### config.mk
export PLATFORM = sky130hd
export DESIGN_NAME = cubic_hermite_resampler_unit
export DESIGN_NICKNAME = d
export VERILOG_FILES = /design/src/chr_pkg.sv /design/src/cubic_hermite_resampler_unit.sv
export SDC_FILE = /design/constraint.sdc
export NUM_CORES = 2
export LEC_CHECK = 0
export BUFFER_PORTS_ARGS = -buffer_cell sky130_fd_sc_hd__buf_2
export CAP_MARGIN = 15
export CORE_AREA = 3 3 195 273
export CTS_BUF_LIST = sky130_fd_sc_hd__clkbuf_4
export CTS_CLUSTER_SIZE = 14
export DETAILED_ROUTE_END_ITERATION = 7
export DIE_AREA = 0 0 198 276
export PLACE_DENSITY = 0.84
export SYNTH_ARGS = -nofsm -noshare
export SYNTH_HDL_FRONTEND = slang
export SYNTH_SLANG_ARGS = --single-unit
### constraint.sdc
create_clock -name clk -period 24.4 [get_ports clk]
set_clock_uncertainty 0.1 [all_clocks]
set_input_delay 1.22 -clock clk [delete_from_list [all_inputs] [get_ports clk]]
set_output_delay 1.22 -clock clk [all_outputs]
set_load 0.05 [all_outputs]
### src/chr_pkg.sv
`timescale 1ns / 1ps
`default_nettype none

package chr_pkg;

  localparam int SAMPLE_W = 16;
  localparam int STEP_W   = 20;
  localparam int CHAN_W   = 2;
  localparam int DATA_W   = 32;
  localparam int ADDR_W   = 3;
  // working width of the cubic coefficients and the horner partial results
  localparam int COEF_W   = 24;

  // register select, taken from paddr[2]
  localparam logic REG_STEP_RATIO    = 1'b0;
  localparam logic REG_CHANNEL_COUNT = 1'b1;

  localparam logic [STEP_W-1:0] STEP_RESET = 20'd65536;
  localparam logic [CHAN_W-1:0] CHAN_RESET = 2'd2;

  typedef struct packed {
    logic signed [SAMPLE_W-1:0] left_sample;
    logic signed [SAMPLE_W-1:0] right_sample;
    logic                       final_frame;
  } in_item_t;

  typedef struct packed {
    logic signed [SAMPLE_W-1:0] left_out;
    logic signed [SAMPLE_W-1:0] right_out;
    logic                       run_end;
    logic                       stream_end;
  } out_item_t;

endpackage

`default_nettype wire

### src/cubic_hermite_resampler_unit.sv
// catmull-rom cubic resampler, one shared multiplier under a small sequencer
// a frame is taken in idle and checked; each result runs the horner steps for left, then
// right in stereo, and waits to emit while the output register is held by a low out_ready
// each result is three horner steps per channel, each a multiply then an accumulate
// synchronous active-low reset clears the sequencer and valid flag and loads the config
// registers with their reset values; sample history and datapath registers are not reset
`timescale 1ns / 1ps
`default_nettype none

module cubic_hermite_resampler_unit #(
  parameter int MAX_CHANNELS  = 2,
  parameter int FRACTION_BITS = 16
) (
  input  wire                              clk,
  input  wire                              rst_n,
  input  wire                              in_valid,
  output logic                             in_ready,
  input  chr_pkg::in_item_t                in_data,
  output logic                             out_valid,
  input  wire                              out_ready,
  output chr_pkg::out_item_t               out_data,
  input  wire                              psel,
  input  wire                              penable,
  input  wire                              pwrite,
  input  wire  [chr_pkg::ADDR_W-1:0]       paddr,
  input  wire  [chr_pkg::DATA_W-1:0]       pwdata,
  output logic [chr_pkg::DATA_W-1:0]       prdata,
  output logic                             pready
);

  localparam int SW     = chr_pkg::SAMPLE_W;
  localparam int CW     = chr_pkg::COEF_W;
  localparam int POS_W  = chr_pkg::STEP_W + 1;
  localparam int MUL_W  = CW + FRACTION_BITS + 1;
  localparam int ACC_W  = MUL_W + 1;

  localparam logic [POS_W-1:0] ONE_POS  = POS_W'(1) << FRACTION_BITS;
  localparam logic [POS_W-1:0] TWO_POS  = POS_W'(2) << FRACTION_BITS;
  localparam logic [chr_pkg::STEP_W-1:0] MIN_STEP =
    chr_pkg::STEP_W'(1) << (FRACTION_BITS - 4);
  localparam logic [ACC_W-1:0] HALF_LSB = ACC_W'(1) << (FRACTION_BITS - 1);
  localparam logic signed [ACC_W-1:0] SAT_HI = ACC_W'(32767);
  localparam logic signed [ACC_W-1:0] SAT_LO = ACC_W'(-32768);
  localparam logic [1:0] K_LAST = 2'd2;

  typedef enum logic [2:0] {
    S_IDLE,
    S_CHECK,
    S_MUL,
    S_ACC,
    S_EMIT
  } state_t;

  state_t                          state_r;
  logic signed [SW-1:0]            hist_r [MAX_CHANNELS][4];
  logic [1:0]                      frames_r;
  logic [POS_W-1:0]                pos_r;
  logic                            fin_r;
  logic [1:0]                      pass_r;
  logic                            ch_r;
  logic [1:0]                      k_r;
  logic signed [CW-1:0]            u_r;
  logic signed [MUL_W-1:0]         prod_r;
  logic signed [SW-1:0]            left_res_r;
  logic signed [SW-1:0]            right_res_r;
  logic                            out_valid_r;
  chr_pkg::out_item_t              out_data_r;
  logic [chr_pkg::STEP_W-1:0]      step_r;
  logic [chr_pkg::CHAN_W-1:0]      chan_r;

  logic                            mono;
  logic [chr_pkg::STEP_W-1:0]      step_eff;
  logic signed [CW-1:0]            e0, e1, e2, e3;
  logic signed [CW-1:0]            coef_a, coef_b, coef_c, addend, mul_opa;
  logic signed [FRACTION_BITS:0]   mul_opf;
  logic signed [ACC_W-1:0]         acc_sum, rnd;
  logic signed [SW-1:0]            sat_val;
  logic [POS_W-1:0]                pos_next, pos_limit;
  logic                            more;
  logic                            cfg_wr;
  logic                            emit_go;

  assign mono     = (MAX_CHANNELS < 2) || (chan_r < 2'd2);
  assign step_eff = (step_r < MIN_STEP) ? MIN_STEP : step_r;
  assign in_ready = (state_r == S_IDLE);
  assign out_valid = out_valid_r;
  assign out_data  = out_data_r;
  assign pready    = 1'b1;
  assign cfg_wr    = psel && penable && pwrite;
  assign emit_go   = (state_r == S_EMIT) && (!out_valid_r || out_ready);

  always_comb begin
    if (paddr[2] == chr_pkg::REG_CHANNEL_COUNT) begin
      prdata = chr_pkg::DATA_W'(chan_r);
    end else begin
      prdata = chr_pkg::DATA_W'(step_r);
    end
  end

  // the four points of the channel being worked on
  always_comb begin
    if (ch_r && (MAX_CHANNELS > 1)) begin
      e0 = CW'(hist_r[MAX_CHANNELS-1][0]);
      e1 = CW'(hist_r[MAX_CHANNELS-1][1]);
      e2 = CW'(hist_r[MAX_CHANNELS-1][2]);
      e3 = CW'(hist_r[MAX_CHANNELS-1][3]);
    end else begin
      e0 = CW'(hist_r[0][0]);
      e1 = CW'(hist_r[0][1]);
      e2 = CW'(hist_r[0][2]);
      e3 = CW'(hist_r[0][3]);
    end
  end

  // twice the true coefficients
  assign coef_a = e3 - e0 + ((e1 - e2) <<< 1) + (e1 - e2);
  assign coef_b = (e0 <<< 1) - ((e1 <<< 2) + e1) + (e2 <<< 2) - e3;
  assign coef_c = e2 - e0;

  assign mul_opa = (k_r == 2'd0) ? coef_a : u_r;
  assign mul_opf = signed'({1'b0, pos_r[FRACTION_BITS-1:0]});

  // rounding half is folded into the addend: 2*p1 is even, so +1 lands at the final half
  always_comb begin
    unique case (k_r)
      2'd0:    addend = coef_b;
      2'd1:    addend = coef_c;
      default: addend = (e1 <<< 1) + CW'(1);
    endcase
  end

  always_comb begin
    if (k_r == K_LAST) begin
      acc_sum = ACC_W'(prod_r) + (ACC_W'(addend) <<< FRACTION_BITS);
      rnd     = acc_sum >>> (FRACTION_BITS + 1);
    end else begin
      acc_sum = ACC_W'(prod_r) + ((ACC_W'(addend) <<< FRACTION_BITS) | HALF_LSB);
      rnd     = acc_sum >>> FRACTION_BITS;
    end
  end

  always_comb begin
    if (rnd > SAT_HI) begin
      sat_val = SW'(SAT_HI);
    end else if (rnd < SAT_LO) begin
      sat_val = SW'(SAT_LO);
    end else begin
      sat_val = SW'(rnd);
    end
  end

  // another result is due in this frame if the next position falls before the
  // end of the remaining flush passes
  assign pos_next  = pos_r + POS_W'(step_eff);
  assign pos_limit = (POS_W'(pass_r) + POS_W'(1)) << FRACTION_BITS;
  assign more      = (pos_next < pos_limit);

  always_ff @(posedge clk) begin
    if (!rst_n) begin
      state_r     <= S_IDLE;
      frames_r    <= 2'd0;
      out_valid_r <= 1'b0;
      step_r      <= chr_pkg::STEP_RESET;
      chan_r      <= chr_pkg::CHAN_RESET;
      pass_r      <= 2'd0;
      ch_r        <= 1'b0;
      k_r         <= 2'd0;
      fin_r       <= 1'b0;
    end else begin
      if (cfg_wr) begin
        if (paddr[2] == chr_pkg::REG_CHANNEL_COUNT) begin
          chan_r <= pwdata[chr_pkg::CHAN_W-1:0];
        end else begin
          step_r <= pwdata[chr_pkg::STEP_W-1:0];
        end
      end

      if (emit_go) begin
        out_valid_r <= 1'b1;
      end else if (out_valid_r && out_ready) begin
        out_valid_r <= 1'b0;
      end

      unique case (state_r)
        S_IDLE: begin
          if (in_valid) begin
            for (int c = 0; c < MAX_CHANNELS; c++) begin
              if (frames_r == 2'd0) begin
                for (int j = 0; j < 4; j++) begin
                  hist_r[c][j] <= (c == 0) ? in_data.left_sample : in_data.right_sample;
                end
              end else begin
                for (int j = 0; j < 3; j++) begin
                  hist_r[c][j] <= hist_r[c][j+1];
                end
                hist_r[c][3] <= (c == 0) ? in_data.left_sample : in_data.right_sample;
              end
            end
            if (frames_r == 2'd0) begin
              pos_r <= TWO_POS;
            end else begin
              pos_r <= pos_r - ONE_POS;
            end
            if (in_data.final_frame) begin
              frames_r <= 2'd0;
            end else if (frames_r != 2'd3) begin
              frames_r <= frames_r + 2'd1;
            end
            fin_r   <= in_data.final_frame;
            pass_r  <= in_data.final_frame ? 2'd2 : 2'd0;
            state_r <= S_CHECK;
          end
        end

        S_CHECK: begin
          priority if (pos_r < ONE_POS) begin
            ch_r    <= 1'b0;
            k_r     <= 2'd0;
            state_r <= S_MUL;
          end else if (pass_r != 2'd0) begin
            // flush: repeat the newest frame past the end
            for (int c = 0; c < MAX_CHANNELS; c++) begin
              for (int j = 0; j < 3; j++) begin
                hist_r[c][j] <= hist_r[c][j+1];
              end
            end
            pos_r  <= pos_r - ONE_POS;
            pass_r <= pass_r - 2'd1;
          end else begin
            state_r <= S_IDLE;
          end
        end

        S_MUL: begin
          prod_r  <= mul_opa * mul_opf;
          state_r <= S_ACC;
        end

        S_ACC: begin
          if (k_r != K_LAST) begin
            u_r     <= CW'(rnd);
            k_r     <= k_r + 2'd1;
            state_r <= S_MUL;
          end else begin
            if (ch_r) begin
              right_res_r <= sat_val;
            end else begin
              left_res_r <= sat_val;
            end
            if (!ch_r && !mono) begin
              ch_r    <= 1'b1;
              k_r     <= 2'd0;
              state_r <= S_MUL;
            end else begin
              state_r <= S_EMIT;
            end
          end
        end

        S_EMIT: begin
          if (emit_go) begin
            out_data_r.left_out   <= left_res_r;
            out_data_r.right_out  <= mono ? '0 : right_res_r;
            out_data_r.run_end    <= !more;
            out_data_r.stream_end <= fin_r && !more;
            pos_r                 <= pos_next;
            state_r               <= more ? S_CHECK : S_IDLE;
          end
        end

        default: state_r <= S_IDLE;
      endcase
    end
  end

  a_stream_end_closes_run: assert property (@(posedge clk) disable iff (!rst_n)
    out_valid && out_data.stream_end |-> out_data.run_end)
    else $error("stream end without run end");

  a_mono_right_zero: assert property (@(posedge clk) disable iff (!rst_n)
    out_valid && mono |-> out_data.right_out == '0)
    else $error("right channel not zero in mono");

  a_busy_after_request: assert property (@(posedge clk) disable iff (!rst_n)
    in_valid && in_ready |=> !in_ready)
    else $error("ready straight after an accepted request");

  a_position_in_interval: assert property (@(posedge clk) disable iff (!rst_n)
    state_r == S_MUL && k_r == 2'd0 |-> pos_r < ONE_POS)
    else $error("interpolating outside the current interval");

endmodule

`default_nettype wire
; After elaboration in Yosys (flattened, before gate mapping)
; Memory sizes are Yosys's and may differ from the RTL's.
; Index checks and enable logic that the tools add are counted.
[word_totals]
inputBits = 75
register_bits = 186
n_memories = 1
ramBits = 128
word_cells = 183
[classes]
reduce_logical = 34
magnitude_cmp = 6
add_sub_neg = 18
bitwise_logic = 17
n_eq_ne = 17
multipliers = 1
muxes = 71
[memory_table]
columns = name, words, width, read_ports, rd_ports_with_merged_regs, write_ports, line
row1 = hist_r, 2, 64, 2, 0, 2, cubic_hermite_resampler_unit.sv:55  ; logic signed [SW-1:0] hist_r [MAX_CHANNELS][4];
[op_table]
columns = cell, n
row1 = 16-bit two-way mux, 16
row2 = 24-bit two-way mux, 5
row3 = 24-bit subtractor, 5
row4 = 21-bit two-way mux, 5
row5 = 24-bit adder, 4
row6 = 41-bit by 40-bit adder with 42-bit output, 2
row7 = 21-bit case mux with 3 select lines, 1
row8 = 24-bit case mux with 2 select lines, 1
row9 = "42-bit by 16-bit greater-than comparator with 1-bit output, second input constant", 1
row10 = "42-bit by 16-bit < comparator with 1-bit output, second input constant", 1
row11 = 42-bit two-way mux, 1
row12 = 24-bit by 17-bit multiplier with 41-bit output, 1
row13 = 20-bit two-way mux, 2
row14 = "24-bit by 2-bit adder with 24-bit output, second input constant", 1
row15 = 21-bit by 20-bit adder with 21-bit output, 1
row16 = "21-bit by 17-bit < comparator with 1-bit output, second input constant", 1
row17 = 21-bit by 19-bit < comparator with 1-bit output, 1
row18 = 1-bit two-way mux, 21
row19 = "21-bit by 17-bit subtractor with 21-bit output, second input constant", 1
row20 = "20-bit by 13-bit < comparator with 1-bit output, second input constant", 1
row21 = 2-bit two-way mux, 9
row22 = 3-bit two-way mux, 6
row23 = "2-bit inequality test, second input constant", 9
row24 = 4-bit AND reduction, 4
row25 = 25 further kinds, 64

; Depth between registers and ports, before layout
; An unclocked memory read counts as a cell.
[logic_depth]
ltp_word = 12
mapped_depth = 54
depth_no_buf = 50

; Worst setup path after synthesis
; OpenSTA, ideal clock, no wires.
[synth_timing]
path_kind = register -> register
start = reg ch_r
end = reg prod_r[40], data pin
slack_ps = 11788
required_ps = 24034
stages_incl_launch_ff = 52
t_arrival_ps = 12246
n_path_buf = 5
cell_sequence = dfxtp_1 > clkbuf_1 > clkbuf_1 > buf_1 > mux2i_1 > inv_1 > ha_1 > inv_1 > fa_1 > a21o_1 > a21oi_1 > o21bai_1 > o2bb2ai_1 > nand2b_1 > a21o_1 > a21o_1 > a21o_1 > xnor2_1 > (+16 left out) > fa_1 > fa_1 > clkbuf_1 > xnor2_1 > xnor2_1 > fa_1 > fa_1 > inv_1 > fa_1 > inv_1 > ha_1 > a21o_1 > a21oi_1 > o21bai_1 > a31oi_2 > o21ai_0 > o41ai_1 > xnor2_1
[synth_between]
elab_chain_len = 6
word_cells_on_any_way = 10
[synth_lines]
columns = item, line
row1 = from (decl), cubic_hermite_resampler_unit.sv:60  ; logic ch_r;
row2 = from (signal assigned), cubic_hermite_resampler_unit.sv:166  ; ch_r <= 1'b0;
row3 = from (signal assigned), cubic_hermite_resampler_unit.sv:217  ; ch_r <= 1'b0;
row4 = from (signal assigned), cubic_hermite_resampler_unit.sv:251  ; ch_r <= 1'b1;
row5 = 24-bit two-way mux, cubic_hermite_resampler_unit.sv:102  ; if (ch_r && (MAX_CHANNELS > 1)) begin
row6 = 24-bit subtractor, cubic_hermite_resampler_unit.sv:116  ; assign coef_a = e3 - e0 + ((e1 - e2) <<< 1) + (e1 - e2);
row7 = 24-bit adder, cubic_hermite_resampler_unit.sv:116
row8 = 24-bit adder *, cubic_hermite_resampler_unit.sv:116
row9 = 24-bit two-way mux *, cubic_hermite_resampler_unit.sv:120  ; assign mul_opa = (k_r == 2'd0) ? coef_a : u_r;
row10 = 24-bit by 17-bit multiplier with 41-bit output *, cubic_hermite_resampler_unit.sv:235  ; prod_r <= mul_opa * mul_opf;
row11 = to (signal assigned), cubic_hermite_resampler_unit.sv:235
row12 = to (decl), cubic_hermite_resampler_unit.sv:63  ; logic signed [MUL_W-1:0] prod_r;
; Mark *: on every way between the ends. The rest lies on a longest branch, timed or not.
; A chain may end at the register's enable or synchronous reset.

; Final worst setup path
; Same ends and word-level chain as after synthesis.

==> impl_metrics.json <==
{
  "grt_overflow": 0,
  "rsz0062_at_grt": "no",
  "clock_sinks": 299,
  "finalSetupViolCount": 0,
  "clock_path_buffers": 3,
  "final_common_cell": "inv_1",
  "worstHoldEndpoint": "out_data[28]$_DFFE_PP_",
  "period_needed_ns": 13.92,
  "via_count": 27310,
  "synth_edf_count": 265,
  "grt_util_all_layers": 0.338,
  "wl_per_cell_um": 20.0,
  "worst_setup_hold_path_clk_slew_ns": 0.09,
  "area_growth_pct": 5.88,
  "nFillCells": 3664,
  "io_pins": 144,
  "hold_viol": 0,
  "reg2reg_to": "prod_r[40]$_DFFE_PP_",
  "slew_violations": 0,
  "path_common_cell": "fa_1",
  "io_buffers": 116,
  "max_freq_ghz": 0.0718,
  "synth_area_um2": 35400,
  "worstHoldStart": "left_res_r[10]$_DFFE_PP_",
  "cts_resized": 0,
  "totalWireLength_um": 91300,
  "start_util": 0.695,
  "cts_tree": "done",
  "drt_iter0_drc": 1852,
  "place_congestion": 0.981,
  "setup_tns_ns": 0,
  "netlist_instances": 3790,
  "first_pass_iters": 5,
  "grt_max_degree": 91,
  "die_area_um2": 54600,
  "outcome": "complete, no violations",
  "required_ns": 24.80,
  "synthTopCellsByArea": "fa_1, edfxtp_1, ha_1, inv_1, nand2_1",
  "cap_viol_max_count": 0,
  "drc": 0,
  "ctsHoldBuffers": 0,
  "antenna_found_initial": 2,
  "ff2ff_path_depth": 44,
  "clock_latency_ns": 0.78,
  "tightest_slew_ns": 1.24,
  "ys_types": 86,
  "dp_hpwl_um": 70700,
  "start_kind": "flip-flop",
  "endpoint_kind": "flip-flop",
  "slowest_stage": "buf_4",
  "synthFlopType": "edfxtp_1",
  "viasPerCell": 5.97,
  "ys.warnings.count": 0,
  "clk_root_buffer_cell": "clkbuf_4",
  "die_y_um": 276,
  "worstPathMaxFanout": 51,
  "postSynthAreaPerCell_um2": 9.35,
  "finalNetCount": 4647,
  "layout-drive-gt1-share": 0.0953,
  "final_cells": 4575,
  "synth_top_area_cell": "fa_1",
  "core_um2": 51000,
  "place_inst": 4448,
  "num_rows": 98,
  "die_width_um": 198,
  "drtAntennaViolNets": 0,
  "synth_top_area_frac": 0.266,
  "cp.arrival_ns": 14.32,
  "htree_levels": 3,
  "first_global_vias": 29235,
  "timing.rr.start": "ch_r$_SDFFE_PN0P_",
  "crit_type": "flip-flop to flip-flop",
  "synth_seq_cells": 299,
  "final_cell_mix": "inv_1, nand2_1, fa_1, edfxtp_1, ha_1",
  "cts_setup_buffers": 0,
  "yosysSeqAreaShare": 0.244,
  "period_share": 0.571,
  "whs_path_depth": 0,
  "rrSetupSlack_ns": 10.48,
  "hp-class": "flip-flop to flip-flop",
  "numCtsBuffers": 71,
  "maxSlewHeadroom": 0.170,
  "slowest_delay_ns": 0.72,
  "async_flop_share": 0,
  "grt_pass1_wl_um": 146000
}
-- registers in the layout, indices dropped and copies added (netlist names) --
| register | count |
|---|---|
| out_valid | 1 |
| pos_r | 21 |
| right_res_r | 16 |
| left_res_r | 16 |
| state_r | 3 |
| prod_r | 26 |
| step_r | 20 |
| frames_r | 2 |
| pass_r | 2 |
| u_r | 24 |
| fin_r | 1 |
| ch_r | 1 |
| k_r | 2 |
| out_data | 34 |
| chan_r | 2 |
| hist_r | 128 |
-- cell families after synthesis --
family | count (synthesis) | share of synthesized area
flops | 299 | 0.244
fa+ha+maj | 704 | 0.348
simple gates | 1197 | 0.157
compound gates | 531 | 0.0987
mux | 77 | 0.0226
buf+inv | 821 | 0.0905
other cells | 2 | 0.000212
xor+xnor | 159 | 0.0393
-- metrics by stage --
| stage | setup WS, ns | hold WS [ns] | util | area (µm²) |
|---|---|---|---|---|
| floorplan | 11.79 | 0.300 | - | 35500 |
| global placement | 10.85 | 0.302 | 0.717 | 36600 |
| detailed placement | 10.63 | 0.305 | 0.717 | 36600 |
| CTS | 10.56 | 0.300 | 0.735 | 37500 |
| global route | 9.69 | 0.306 | 0.736 | 37500 |
| finish | 10.48 | 0.285 | 0.736 | 37500 |
-- critical path: cells and delay by family (launching register included) --
family	cells	cell delay, ns
buffers and inverters	7	1.27
multiplexers	2	0.58
XOR/XNOR	4	1.35
flip-flops	1	0.57
adder cells (fa/ha/maj)	10	5.05
AO/OA/AOI/OAI	19	4.31
AND/OR/NAND/NOR	2	0.37
-- worst max-delay path by stage --
stage	from	to	slack (ns)
5_1_grt	ch_r$_SDFFE_PN0P_	prod_r[40]$_DFFE_PP_	9.69
3_3_place_gp	ch_r$_SDFFE_PN0P_	prod_r[40]$_DFFE_PP_	10.85
2_1_floorplan	ch_r$_SDFFE_PN0P_	prod_r[40]$_DFFE_PP_	11.79
6_report	ch_r$_SDFFE_PN0P_	prod_r[40]$_DFFE_PP_	10.48
3_5_place_dp	ch_r$_SDFFE_PN0P_	prod_r[40]$_DFFE_PP_	10.63
4_1_cts	ch_r$_SDFFE_PN0P_	prod_r[40]$_DFFE_PP_	10.56
-- cells in the mapped netlist (24+ instances only) --
master / count
a21boi_0: 43
a21o_1: 67
a21oi_1: 133
and2_1: 190
and3_1: 25
clkbuf_1: 124
dfxtp_1: 34
edfxtp_1: 265
fa_1: 470
ha_1: 230
inv_1: 657
mux2_2: 24
mux2i_1: 53
nand2_1: 637
nand2b_1: 29
nand3_1: 38
nor2_1: 120
nor2b_1: 59
nor3_1: 31
o21ai_0: 120
xnor2_1: 107
xor2_1: 52
-- layout make-up --
cell class | count | area [µm²] | area share
tap | 650 | 813 | 0.0217
antenna | 1 | 2.50 | 0.0000667
clock buffer | 96 | 721 | 0.0192
clock inverter | 29 | 206 | 0.00550
inverter | 657 | 2470 | 0.0657
sequential | 299 | 8640 | 0.230
timing repair buffer | 162 | 926 | 0.0247
multi-input combinational | 2681 | 23700 | 0.633
-- metal layers --
layer	track usage	share of wire
met5	0	0
met4	0.210	0.071
met3	0.0563	0.072
met2	0.602	0.52
met1	0.374	0.34
Power is not shown: default switching activity piles up to over one toggle a cycle in this logic, so the estimate is an artifact.
